[config.mk]
export PLATFORM = sky130hd
export DESIGN_NAME = terminated_frame_command_decoder
export DESIGN_NICKNAME = d
export VERILOG_FILES = /design/src/rtl/core/tfcd_pkg.sv /design/src/rtl/core/tfcd_decode.sv /design/src/rtl/core/terminated_frame_command_decoder.sv
export SDC_FILE = /design/constraint.sdc
export NUM_CORES = 1
export LEC_CHECK = 0
export ABC_AREA = 1
export BUFFER_PORTS_ARGS = -buffer_cell sky130_fd_sc_hd__buf_2
export CELL_PAD_IN_SITES_DETAIL_PLACEMENT = 2
export CELL_PAD_IN_SITES_GLOBAL_PLACEMENT = 2
export CORE_MARGIN = 1.5
export CORE_UTILIZATION = 36
export DETAILED_ROUTE_END_ITERATION = 7
export GPL_TIMING_DRIVEN = 0
export PLACE_DENSITY = 0.84
export SETUP_SLACK_MARGIN = 0.02
export SYNTH_ARGS = -nofsm -noshare
export SYNTH_HDL_FRONTEND = slang
export SYNTH_SLANG_ARGS = --single-unit
[constraint.sdc]
create_clock -name aclk -period 7.9 [get_ports aclk]
set_input_delay 1.58 -clock aclk [delete_from_list [all_inputs] [get_ports aclk]]
set_output_delay 1.58 -clock aclk [all_outputs]
set_load 0.03 [all_outputs]
[src/rtl/core/tfcd_pkg.sv]
package tfcd_pkg;

    localparam int FRAME_DEPTH_DEF = 32;
    localparam int HDR_DEPTH       = 6;
    localparam int LEN_W           = 6;
    localparam int LEN_MAX         = 63;

    localparam logic [7:0]  END_MARKER_RST = 8'hFF;
    localparam logic [2:0]  END_RUN_RST    = 3'd3;
    localparam logic [31:0] ONE_MHZ        = 32'd1000000;

    localparam logic [7:0] KIND_DATA = 8'h00;
    localparam logic [7:0] KIND_CTRL = 8'h01;

    localparam logic [7:0] SUB_FREQ    = 8'h00;
    localparam logic [7:0] SUB_AMP     = 8'h01;
    localparam logic [7:0] SUB_INIT    = 8'h00;
    localparam logic [7:0] SUB_SET_F   = 8'h01;
    localparam logic [7:0] SUB_SET_A   = 8'h02;
    localparam logic [7:0] SUB_SCAN_GO = 8'h03;
    localparam logic [7:0] SUB_SCAN_NO = 8'h04;
    localparam logic [7:0] SUB_CONNECT = 8'hAA;

    localparam logic CFG_END_MARKER = 1'b0;
    localparam logic CFG_END_RUN    = 1'b1;

    typedef enum logic [3:0] {
        ACT_FREQ_STORED = 4'd0,
        ACT_AMP_STORED  = 4'd1,
        ACT_INIT        = 4'd2,
        ACT_SET_FREQ    = 4'd3,
        ACT_SET_AMP     = 4'd4,
        ACT_SCAN_START  = 4'd5,
        ACT_SCAN_STOP   = 4'd6,
        ACT_CONNECT     = 4'd7,
        ACT_IGNORED     = 4'd8
    } action_t;

    typedef logic [HDR_DEPTH-1:0][7:0] hdr_t;

    typedef struct packed {
        logic        valid;
        action_t     action;
        logic [31:0] value;
        logic        freq_we;
        logic        amp_we;
        logic        connect;
    } dec_t;

endpackage

[src/rtl/core/tfcd_decode.sv]
module tfcd_decode (
    input  tfcd_pkg::hdr_t hdr,
    input  logic [31:0]    freq_word,
    input  logic [23:0]    amp_word,
    input  logic           connected,
    output tfcd_pkg::dec_t dec
);

    logic [31:0] scan_base;
    logic [31:0] scan_hz;

    assign scan_base = {23'd0, ({1'b0, hdr[2]} + 9'd1)};
    assign scan_hz   = scan_base * tfcd_pkg::ONE_MHZ;

    always_comb begin
        dec         = '0;
        dec.action  = tfcd_pkg::ACT_FREQ_STORED;
        unique case (hdr[0])
            tfcd_pkg::KIND_DATA: begin
                if (hdr[1] == tfcd_pkg::SUB_FREQ) begin
                    dec.valid   = 1'b1;
                    dec.freq_we = 1'b1;
                    dec.action  = tfcd_pkg::ACT_FREQ_STORED;
                end else if (hdr[1] == tfcd_pkg::SUB_AMP) begin
                    dec.valid  = 1'b1;
                    dec.amp_we = 1'b1;
                    dec.action = tfcd_pkg::ACT_AMP_STORED;
                end
            end
            tfcd_pkg::KIND_CTRL: begin
                unique case (hdr[1])
                    tfcd_pkg::SUB_INIT: begin
                        dec.valid  = 1'b1;
                        dec.action = tfcd_pkg::ACT_INIT;
                    end
                    tfcd_pkg::SUB_CONNECT: begin
                        dec.valid   = 1'b1;
                        dec.connect = 1'b1;
                        dec.action  = tfcd_pkg::ACT_CONNECT;
                        dec.value   = tfcd_pkg::ONE_MHZ;
                    end
                    tfcd_pkg::SUB_SET_F: begin
                        dec.valid  = 1'b1;
                        dec.action = connected ? tfcd_pkg::ACT_SET_FREQ : tfcd_pkg::ACT_IGNORED;
                        dec.value  = connected ? freq_word : 32'd0;
                    end
                    tfcd_pkg::SUB_SET_A: begin
                        dec.valid  = 1'b1;
                        dec.action = connected ? tfcd_pkg::ACT_SET_AMP : tfcd_pkg::ACT_IGNORED;
                        dec.value  = connected ? {8'd0, amp_word} : 32'd0;
                    end
                    tfcd_pkg::SUB_SCAN_GO: begin
                        dec.valid  = 1'b1;
                        dec.action = connected ? tfcd_pkg::ACT_SCAN_START
                                               : tfcd_pkg::ACT_IGNORED;
                        dec.value  = connected ? scan_hz : 32'd0;
                    end
                    tfcd_pkg::SUB_SCAN_NO: begin
                        dec.valid  = 1'b1;
                        dec.action = connected ? tfcd_pkg::ACT_SCAN_STOP
                                               : tfcd_pkg::ACT_IGNORED;
                    end
                    default: begin
                        dec.valid = 1'b0;
                    end
                endcase
            end
            default: begin
                dec.valid = 1'b0;
            end
        endcase
    end

endmodule

[src/rtl/core/terminated_frame_command_decoder.sv]
// Channel  | Dir | Handshake           | Payload
// s_       | in  | s_tvalid / s_tready | s_tdata[7:0] rx_byte
// m_       | out | m_tvalid / m_tready | m_tdata action, value, frame_length
// cfg_     | in  | cfg_we              | cfg_addr index, cfg_wdata value
// One request per cycle while m_ is not stalled; data passes the input register, then the result register.
// The result register and the frame state update in the same cycle as the decode.
// A stalled m_ side holds the result; s_ keeps accepting while the input stage is free.
// Synchronous active-low reset clears frame state and both valid flags and loads the cfg_ defaults.
module terminated_frame_command_decoder #(
    parameter int FRAME_DEPTH = tfcd_pkg::FRAME_DEPTH_DEF
) (
    input  logic        aclk,
    input  logic        aresetn,
    input  logic        s_tvalid,
    output logic        s_tready,
    input  logic [7:0]  s_tdata,   // [7:0] rx_byte
    output logic        m_tvalid,
    input  logic        m_tready,
    output logic [47:0] m_tdata,   // [3:0] action, [35:4] value, [41:36] frame_length
    input  logic        cfg_we,
    input  logic        cfg_addr,
    input  logic [7:0]  cfg_wdata
);

    localparam int LenCapInt = (FRAME_DEPTH < tfcd_pkg::LEN_MAX) ? FRAME_DEPTH
                                                                  : tfcd_pkg::LEN_MAX;
    localparam logic [tfcd_pkg::LEN_W-1:0] LenCap = tfcd_pkg::LEN_W'(LenCapInt);

    logic                        in_valid_reg;
    logic [7:0]                  in_byte_reg;
    logic [7:0]                  end_marker_reg;
    logic [2:0]                  end_run_reg;
    tfcd_pkg::hdr_t              hdr_reg, hdr_next;
    logic [tfcd_pkg::LEN_W-1:0]  count_reg, count_next;
    logic [2:0]                  run_reg, run_inc;
    logic [31:0]                 freq_reg;
    logic [23:0]                 amp_reg;
    logic                        connected_reg;
    logic                        m_valid_reg;
    logic [47:0]                 m_data_reg;

    logic        advance;
    logic        step;
    logic        hit;
    logic        close;
    logic [2:0]  need;
    tfcd_pkg::dec_t dec;

    assign advance  = !m_valid_reg || m_tready;
    assign step     = in_valid_reg && advance;
    assign s_tready = !in_valid_reg || advance;
    assign m_tvalid = m_valid_reg;
    assign m_tdata  = m_data_reg;

    assign hit     = (in_byte_reg == end_marker_reg);
    assign need    = (end_run_reg == 3'd0) ? 3'd1 : end_run_reg;
    assign run_inc = (run_reg == 3'd7) ? 3'd7 : run_reg + 3'd1;
    assign close   = hit && (run_inc >= need);

    always_comb begin
        hdr_next   = hdr_reg;
        count_next = count_reg;
        if (count_reg < LenCap) begin
            count_next = count_reg + tfcd_pkg::LEN_W'(1);
        end
        for (int i = 0; i < tfcd_pkg::HDR_DEPTH; i++) begin
            if (count_reg == tfcd_pkg::LEN_W'(i)) begin
                hdr_next[i] = in_byte_reg;
            end
        end
    end

    tfcd_decode u_decode (
        .hdr       (hdr_next),
        .freq_word (freq_reg),
        .amp_word  (amp_reg),
        .connected (connected_reg),
        .dec       (dec)
    );

    always_ff @(posedge aclk) begin
        if (!aresetn) begin
            in_valid_reg <= 1'b0;
        end else if (s_tready) begin
            in_valid_reg <= s_tvalid;
        end
        if (s_tready && s_tvalid) begin
            in_byte_reg <= s_tdata;
        end
    end

    always_ff @(posedge aclk) begin
        if (!aresetn) begin
            end_marker_reg <= tfcd_pkg::END_MARKER_RST;
            end_run_reg    <= tfcd_pkg::END_RUN_RST;
        end else if (cfg_we) begin
            if (cfg_addr == tfcd_pkg::CFG_END_MARKER) begin
                end_marker_reg <= cfg_wdata;
            end else begin
                end_run_reg <= cfg_wdata[2:0];
            end
        end
    end

    // frame state: advance one byte per step
    always_ff @(posedge aclk) begin
        if (!aresetn) begin
            hdr_reg       <= '0;
            count_reg     <= '0;
            run_reg       <= '0;
            freq_reg      <= '0;
            amp_reg       <= '0;
            connected_reg <= 1'b0;
        end else if (step) begin
            hdr_reg <= hdr_next;
            if (close) begin
                count_reg <= '0;
                run_reg   <= '0;
                if (dec.freq_we) begin
                    freq_reg <= {hdr_next[2], hdr_next[3], hdr_next[4], hdr_next[5]};
                end
                if (dec.amp_we) begin
                    amp_reg <= {hdr_next[2], hdr_next[3], hdr_next[4]};
                end
                if (dec.connect) begin
                    connected_reg <= 1'b1;
                end
            end else begin
                count_reg <= count_next;
                run_reg   <= hit ? run_inc : 3'd0;
            end
        end
    end

    always_ff @(posedge aclk) begin
        if (!aresetn) begin
            m_valid_reg <= 1'b0;
        end else if (advance) begin
            m_valid_reg <= step && close && dec.valid;
        end
        if (step && close && dec.valid) begin
            m_data_reg <= {6'd0, count_next, dec.value, dec.action};
        end
    end

    a_count_cap: assert property (@(posedge aclk) disable iff (!aresetn)
        count_reg <= LenCap)
        else $error("frame byte count exceeds cap");

    a_result_from_step: assert property (@(posedge aclk) disable iff (!aresetn)
        $rose(m_valid_reg) |-> $past(step) && $past(close))
        else $error("result appeared without a closing byte");

    a_close_clears: assert property (@(posedge aclk) disable iff (!aresetn)
        step && close |=> count_reg == '0 && run_reg == 3'd0)
        else $error("frame state not cleared after close");

    a_connect_sticky: assert property (@(posedge aclk) disable iff (!aresetn)
        $past(aresetn) && $past(connected_reg) |-> connected_reg)
        else $error("connection dropped without reset");

endmodule
==> results.sh, run 1 <==
export IMPL_antenna_found_initial=1
export IMPL_cts_tree="built"
export IMPL_yosysWarnings=0
export IMPL_reg2reg_from="count_reg[5]"
export IMPL_syn_instance_count=1379
export IMPL_largest_reg_flops=48
export IMPL_portBuffers=65
export IMPL_grt_first_pass_wirelength_microns=60900
export IMPL_cp_max_fo=10
export IMPL_synth_area_mux_share_pct=0
export IMPL_core_area_sq_um=28600
export IMPL_syn_avg_cell_area_sq_um=7.56
export IMPL_switchingPower_w=0.000926
export IMPL_worstSetupEndpointType="flop"
export IMPL_worstHoldEndpoint="amp_reg[10]"
export IMPL_cts_resized=0
export IMPL_routed_via_density=5.25
export IMPL_outcome="finished clean"
export IMPL_fillers=3362
export IMPL_nets=1578
export IMPL_pwr_share_seq_pct=38.3
export IMPL_ir_worst_vdd_mv=0.114
export IMPL_numCtsBuffers=17
export IMPL_grtUsageTotal_pct=26.3
export IMPL_yosysTopAreaCell="dfxtp_1"
export IMPL_synth_top_family_by_area="simple AND/OR/NAND/NOR gates"
export IMPL_slew_viol_final=0
export IMPL_clk_pin_slew_ns=0.07
export IMPL_drt_pass1_iterations=5
export IMPL_cts_setup_buffers=0
export IMPL_min_period_ns=6.53
export IMPL_clock_skew_ns=0.0139
export IMPL_synthSimpleGateAreaFrac_pct=22.9
export IMPL_wl_microns=38500
export IMPL_critPathKind="reg -> reg"
export IMPL_fp_row_count=62
export IMPL_ant_nets=0
export IMPL_io_pins=72
export IMPL_worstPathRequired_ns=8.12
export IMPL_htree_levels=4
export IMPL_seq_area_sq_um=4040
export IMPL_antenna_diode_count=0
export IMPL_initial_core_util_pct=36.4
export IMPL_hold_path_startpoint="amp_reg[10]"
export IMPL_fmax_mhz=153
export IMPL_r2r_setup_slack_ns=1.37
export IMPL_overflow=0
export IMPL_place_inst=1834
export IMPL_yosys_top_cells_area="dfxtp_1 24%, edfxtp_1 14%, nand2_1 9.4%"
export IMPL_finalHoldViolations=0
export IMPL_vias=9789
export IMPL_hold_path_class="reg -> reg"
export IMPL_worst_pin_slew_ns=1.19
export IMPL_grt_pass1_vias=10900
export IMPL_cp_arrival_ns=6.75
export IMPL_area_delta_synth_final_pct=13.9
export IMPL_synthXorXnorAreaFrac_pct=1.93
export IMPL_instances_no_fill=1866
export IMPL_p_leak_nw=5.48
export IMPL_cts_root_buf="clkbuf_16"
export IMPL_switching_share_pct=36.4
export IMPL_combPwrFrac_pct=27.0
export IMPL_yosys_cell_types_count=45
export IMPL_ys_ff_latch=177
export IMPL_p_clk_share_pct=34.7
export IMPL_drc=0
export IMPL_startpoint_type="flop"
export IMPL_powerDensity_nw_per_um2=215
export IMPL_synth_compound_area_share_pct=13.9
export IMPL_rsz0062_at_grt="false"
export IMPL_hold_path_cell_count=2
export IMPL_drt_iter0_drc=412
export IMPL_die_x_microns=173
export IMPL_die_area_sq_um=30000
export IMPL_ctsHoldBuffers=0
export IMPL_maxCapViolations=0
export IMPL_grt_max_degree=32
export IMPL_total_power_w=0.00255
export IMPL_detail_route_wl_per_cell_microns=20.7
export IMPL_ff2ff_path_depth=26
export IMPL_relSlewSlack_pct=19.6
export IMPL_worstSkewPairLatency_ns=0.46
export IMPL_synthAdderAreaFrac_pct=11.9
export IMPL_r2r_end="m_tdata[30]"
export IMPL_multiInputGateArea_sq_um=5310
export IMPL_setup_viol=0
export IMPL_cts_sinks=177
export IMPL_drive_gt1_share_pct=10.7
export IMPL_hpwlAfterDp_microns=29400
export IMPL_yosysTopAreaCellShare_pct=24.4
export IMPL_cts_path_max_buffers=2
export IMPL_period_share_pct=82.7
export IMPL_netlist_area_sq_um=10400
export IMPL_intPower_w=0.00162
export IMPL_ys_seq_area_share_pct=38.8
export IMPL_gp_congestion=0.848
export IMPL_fp_dieH_microns=173
==> layout make-up <==
cell class / count / share of cell area (%)
buffer: 56 / 2.37
clock buffer: 18 / 3.61
clock inverter: 14 / 1.35
inverter: 219 / 6.92
multi-input combinational: 932 / 44.7
sequential: 177 / 34.1
tap: 384 / 4.05
timing repair buffer: 66 / 2.91
==> metal layers <==
| layer | vias up | share of wire [%] | GRT usage (%) |
|---|---|---|---|
| li1 | 4616 | - | - |
| met1 | 4946 | 44 | 32.2 |
| met2 | 173 | 51 | 48.3 |
| met3 | 54 | 2.5 | 2.81 |
| met4 | 0 | 2.5 | 8.30 |
| met5 | - | 0 | 0 |
==> critical path, stage by stage (launching register included) <==
cell and delay (ns):
dfxtp_1 0.40, nor2_4 0.26, buf_4 0.23, nand3_4 0.15
o21ai_2 0.39, inv_1 0.28, nor2_2 0.21, nand3_1 0.13
xor2_1 0.35, inv_1 0.25, fa_1 0.55, ha_1 0.29
inv_1 0.05, fa_1 0.50, fa_1 0.55, inv_1 0.05
ha_1 0.41, nand2_1 0.12, nor2_1 0.10, a21boi_0 0.34
nand2_1 0.09, nand3_1 0.12, a21oi_1 0.07, o21ai_0 0.16
nand2_1 0.10, nand2_1 0.07, inv_1 0.05
==> power groups by stage <==
stage	sequential [W]	clock [W]	combinational [W]
4_1_cts	0.000975	0.000888	0.000695
2_1_floorplan	0.000987	0	0.000470
6_report	0.000975	0.000885	0.000688
5_1_grt	0.000978	0.000920	0.000774
3_3_place_gp	0.000994	0	0.000640
3_5_place_dp	0.000996	0	0.000686
==> stage by stage <==
step	setup WS, ns	hold WS (ns)	cell area, sq um	util [%]	setup TNS [ns]
finish	1.37	0.474	11900	41.5	0
global route	0.754	0.479	11900	41.5	0
CTS	1.34	0.467	11900	41.5	0
detailed placement	1.35	0.457	11300	39.4	0
global placement	-0.442	0.445	11300	39.3	-18.22
floorplan	1.93	0.431	10400	-	0
==> worst max-delay path by stage <==
stage             endpoint  slack, ns    startpoint  cells past startpoint
2_1_floorplan   m_tdata[0]       1.93      m_tready                      7
3_3_place_gp    m_tdata[8]      -0.44      m_tready                      8
3_5_place_dp   m_tdata[30]       1.35  count_reg[5]                     26
4_1_cts        m_tdata[32]       1.34  count_reg[5]                     28
5_1_grt        m_tdata[32]       0.75  count_reg[5]                     28
6_report       m_tdata[30]       1.37  count_reg[5]                     26
==> placed cells by master, fill, tap and decap left out, types with 20 or more instances in the layout <==
| cell type | netlist | final |
|---|---|---|
| inv_1 | 214 | 214 |
| o21ai_0 | 120 | 120 |
| clkbuf_1 | 31 | 32 |
| edfxtp_1 | 50 | 50 |
| buf_2 | 6 | 71 |
| ha_1 | 67 | 67 |
| dfxtp_1 | 127 | 127 |
| nand3_1 | 79 | 79 |
| nor2_1 | 149 | 149 |
| fa_1 | 20 | 20 |
| nand2_1 | 262 | 262 |
| a21oi_1 | 91 | 91 |
==> logic make-up after synthesis <==
kind of cell,count (synthesis)
compound gates,267
buf+inv,275
other cells,1
flops,177
simple gates,549
xor+xnor,23
fa+ha+maj,87
==> synth_stat cells, drive strengths merged <==
cell     number
inv         217
o41ai         1
buf          25
clkinv        2
nand4        16
o21ai       139
a2111oi       3
nor3          9
a211oi        3
o31ai         1
or2           6
and2          1
ha           67
a21boi        4
o21a          1
clkbuf       31
xor2         15
nand3        84
o21bai        3
nor2        162
nor3b         1
o211ai       12
xnor2         8
a21oi        91
nand3b        3
a31oi         8
conb          1
fa           20
edfxtp       50
dfxtp       127
nand2       267
o22ai         1
(Power assumes the default switching activity.)
==> run 2: changes to the inputs <==
==> constraint.sdc (replaced) <==
create_clock -name aclk -period 6.3 [get_ports aclk]
set_input_delay 1.26 -clock aclk [delete_from_list [all_inputs] [get_ports aclk]]
set_output_delay 1.26 -clock aclk [all_outputs]
set_load 0.03 [all_outputs]
==> results.sh, run 2 (synthesis results as in run 1) <==
export IMPL_outcome="finished clean"
export IMPL_drc=0
export IMPL_core_area_sq_um=28600
export IMPL_fp_row_count=62
export IMPL_antenna_found_initial=1
export IMPL_vias=9891
export IMPL_io_pins=72
export IMPL_intPower_w=0.00206
export IMPL_powerDensity_nw_per_um2=267
export IMPL_grt_met1_usage_pct=32.4
export IMPL_wl_microns=40300
export IMPL_cp_arrival_ns=6.31
export IMPL_switching_share_pct=36.6
export IMPL_ant_nets=0
export IMPL_combPwrFrac_pct=28.1
export IMPL_cts_sinks=177
export IMPL_switchingPower_w=0.00119
export IMPL_hpwlAfterDp_microns=29400
export IMPL_portBuffers=65
export IMPL_worstSkewPairLatency_ns=0.47
export IMPL_timing_hold_ws_ns=0.474
export IMPL_largest_reg_flops=48
export IMPL_cp_max_fo=10
export IMPL_cts_path_max_buffers=2
export IMPL_die_x_microns=173
export IMPL_routed_via_density=5.23
export IMPL_hold_path_cell_count=2
export IMPL_nets=1602
export IMPL_numCtsBuffers=17
export IMPL_critPathKind="reg -> reg"
export IMPL_mostFrequentLayoutCells="262 x nand2_1, 210 x inv_1, 149 x nor2_1"
export IMPL_clk_pin_slew_ns=0.08
export IMPL_worst_pin_slew_ns=1.03
export IMPL_ff2ff_path_depth=26
export IMPL_setup_viol=0
export IMPL_relSlewSlack_pct=30.9
export IMPL_die_area_sq_um=30000
export IMPL_ctsHoldBuffers=0
export IMPL_ir_worst_vdd_mv=0.147
export IMPL_p_clk_share_pct=34.2
export IMPL_fin_area_sq_um=12200
export IMPL_grtUsageTotal_pct=26.6
export IMPL_drive_gt1_share_pct=13.1
export IMPL_grt_max_degree=32
export IMPL_fmax_mhz=164
export IMPL_seq_area_sq_um=4040
export IMPL_htree_levels=4
export IMPL_period_share_pct=96.7
export IMPL_gr_usage_met3_pct=2.79
export IMPL_pwr_share_seq_pct=37.7
export IMPL_drt_iter0_drc=453
export IMPL_gp_congestion=0.848
export IMPL_cts_root_buf="clkbuf_16"
export IMPL_cts_tree="built"
export IMPL_multiInputGateArea_sq_um=5410
export IMPL_fillers=3324
export IMPL_grt_pass1_vias=11000
export IMPL_finalHoldViolations=0
export IMPL_startpoint_type="flop"
export IMPL_initial_core_util_pct=36.4
export IMPL_overflow=0
export IMPL_p_leak_nw=5.61
export IMPL_placedInstanceArea_sq_um=11300
export IMPL_slew_viol_final=0
export IMPL_clock_skew_ns=0.0143
export IMPL_worstSetupEndpointType="flop"
export IMPL_min_period_ns=6.09
export IMPL_r2r_setup_slack_ns=0.21
export IMPL_top_usage_layer="met2"
export IMPL_drt_pass1_iterations=5
export IMPL_detail_route_wl_per_cell_microns=21.3
export IMPL_hold_path_class="reg -> reg"
export IMPL_fp_dieH_microns=173
export IMPL_mostFrequentLayoutCell="nand2_1"
export IMPL_antenna_diode_count=0
export IMPL_area_delta_synth_final_pct=16.6
export IMPL_maxCapViolations=0
export IMPL_worstPathRequired_ns=6.52
export IMPL_grt_use_met2_pct=48.4
export IMPL_grt_first_pass_wirelength_microns=61400
==> run 2: changes by cell type in the layout (fill, tap and decap cells not counted), moves of 2 or more <==
cell | before | now
inv_1 | 214 | 210
buf_4 | 15 | 38
o21ai_2 | 6 | 4
xor2_1 | 15 | 11
inv_2 | 3 | 6
xor2_2 | 0 | 4
o21ai_4 | 0 | 5
o21ai_1 | 13 | 11
==> run 2: area by class of cell <==
| class | instances | area share (%) |
|---|---|---|
| inverter | 219 | 6.79 |
| timing repair buffer | 90 | 4.32 |
| multi-input combinational | 932 | 44.5 |
| buffer | 56 | 2.37 |
| tap | 384 | 3.95 |
| clock inverter | 14 | 1.32 |
| sequential | 177 | 33.3 |
| clock buffer | 18 | 3.53 |
==> run 2: worst paths after layout <==
kind                                    from     endpoint
worst max register to register  count_reg[5]  m_tdata[30]
worst min register to register   amp_reg[10]  amp_reg[10]
worst min-delay path             amp_reg[10]  amp_reg[10]
worst max-delay path            count_reg[5]  m_tdata[30]
==> run 2: power groups by stage <==
stage	Sequential (W)	Clock (W)	Combinational [W]
6_report	0.00122	0.00111	0.000911
3_3_place_gp	0.00125	0	0.000803
4_1_cts	0.00122	0.00111	0.000883
3_5_place_dp	0.00125	0	0.000861
2_1_floorplan	0.00124	0	0.000589
5_1_grt	0.00123	0.00116	0.00102
==> run 2: layer usage <==
layer  vias up  routed length, microns  part of all wire, %
met5         -                       0                    0
met4         0                    1320                  3.3
met3        66                    1280                  3.2
met2       202                   20600                   51
met1      4955                   17100                   42
li1       4668                       -                    -
==> run 2: repair_timing <==
item,4_1_cts,5_1_grt
endpoints found under the setup margin,6,6
buffers inserted,6,18
pin swaps,3,6
gates resized for setup,12,12
==> run 2: critical path: stages, from the launching register on <==
cell     delay [ns]
dfxtp_1        0.39
nor2_4         0.22
buf_6          0.18
nand3_4        0.18
o21ai_4        0.27
buf_4          0.16
ha_1           0.19
nand3_1        0.19
nor2_1         0.18
nand2_1        0.14
xor2_2         0.25
inv_2          0.16
fa_1           0.53
inv_1          0.07
fa_1           0.54
inv_1          0.06
fa_1           0.47
ha_1           0.31
ha_1           0.39
nand2_1        0.16
nor2_1         0.06
nor2_1         0.11
nand3_1        0.11
o21ai_0        0.29
nand2_1        0.09
nand2_1        0.07
inv_1          0.05
==> run 2: metrics by stage <==
stage	total power [W]	TNS (ns)	worst slack (ns)	util, %	cells
floorplan	0.00183	0	0.648	-	1384
global placement	0.00205	-72.07	-1.72	39.3	1833
detailed placement	0.00211	-0.992	-0.248	39.4	1834
CTS	0.00322	0	0.0219	41.9	1872
global route	0.00340	-0.685	-0.200	42.5	1890
finish	0.00325	0	0.207	42.5	1890
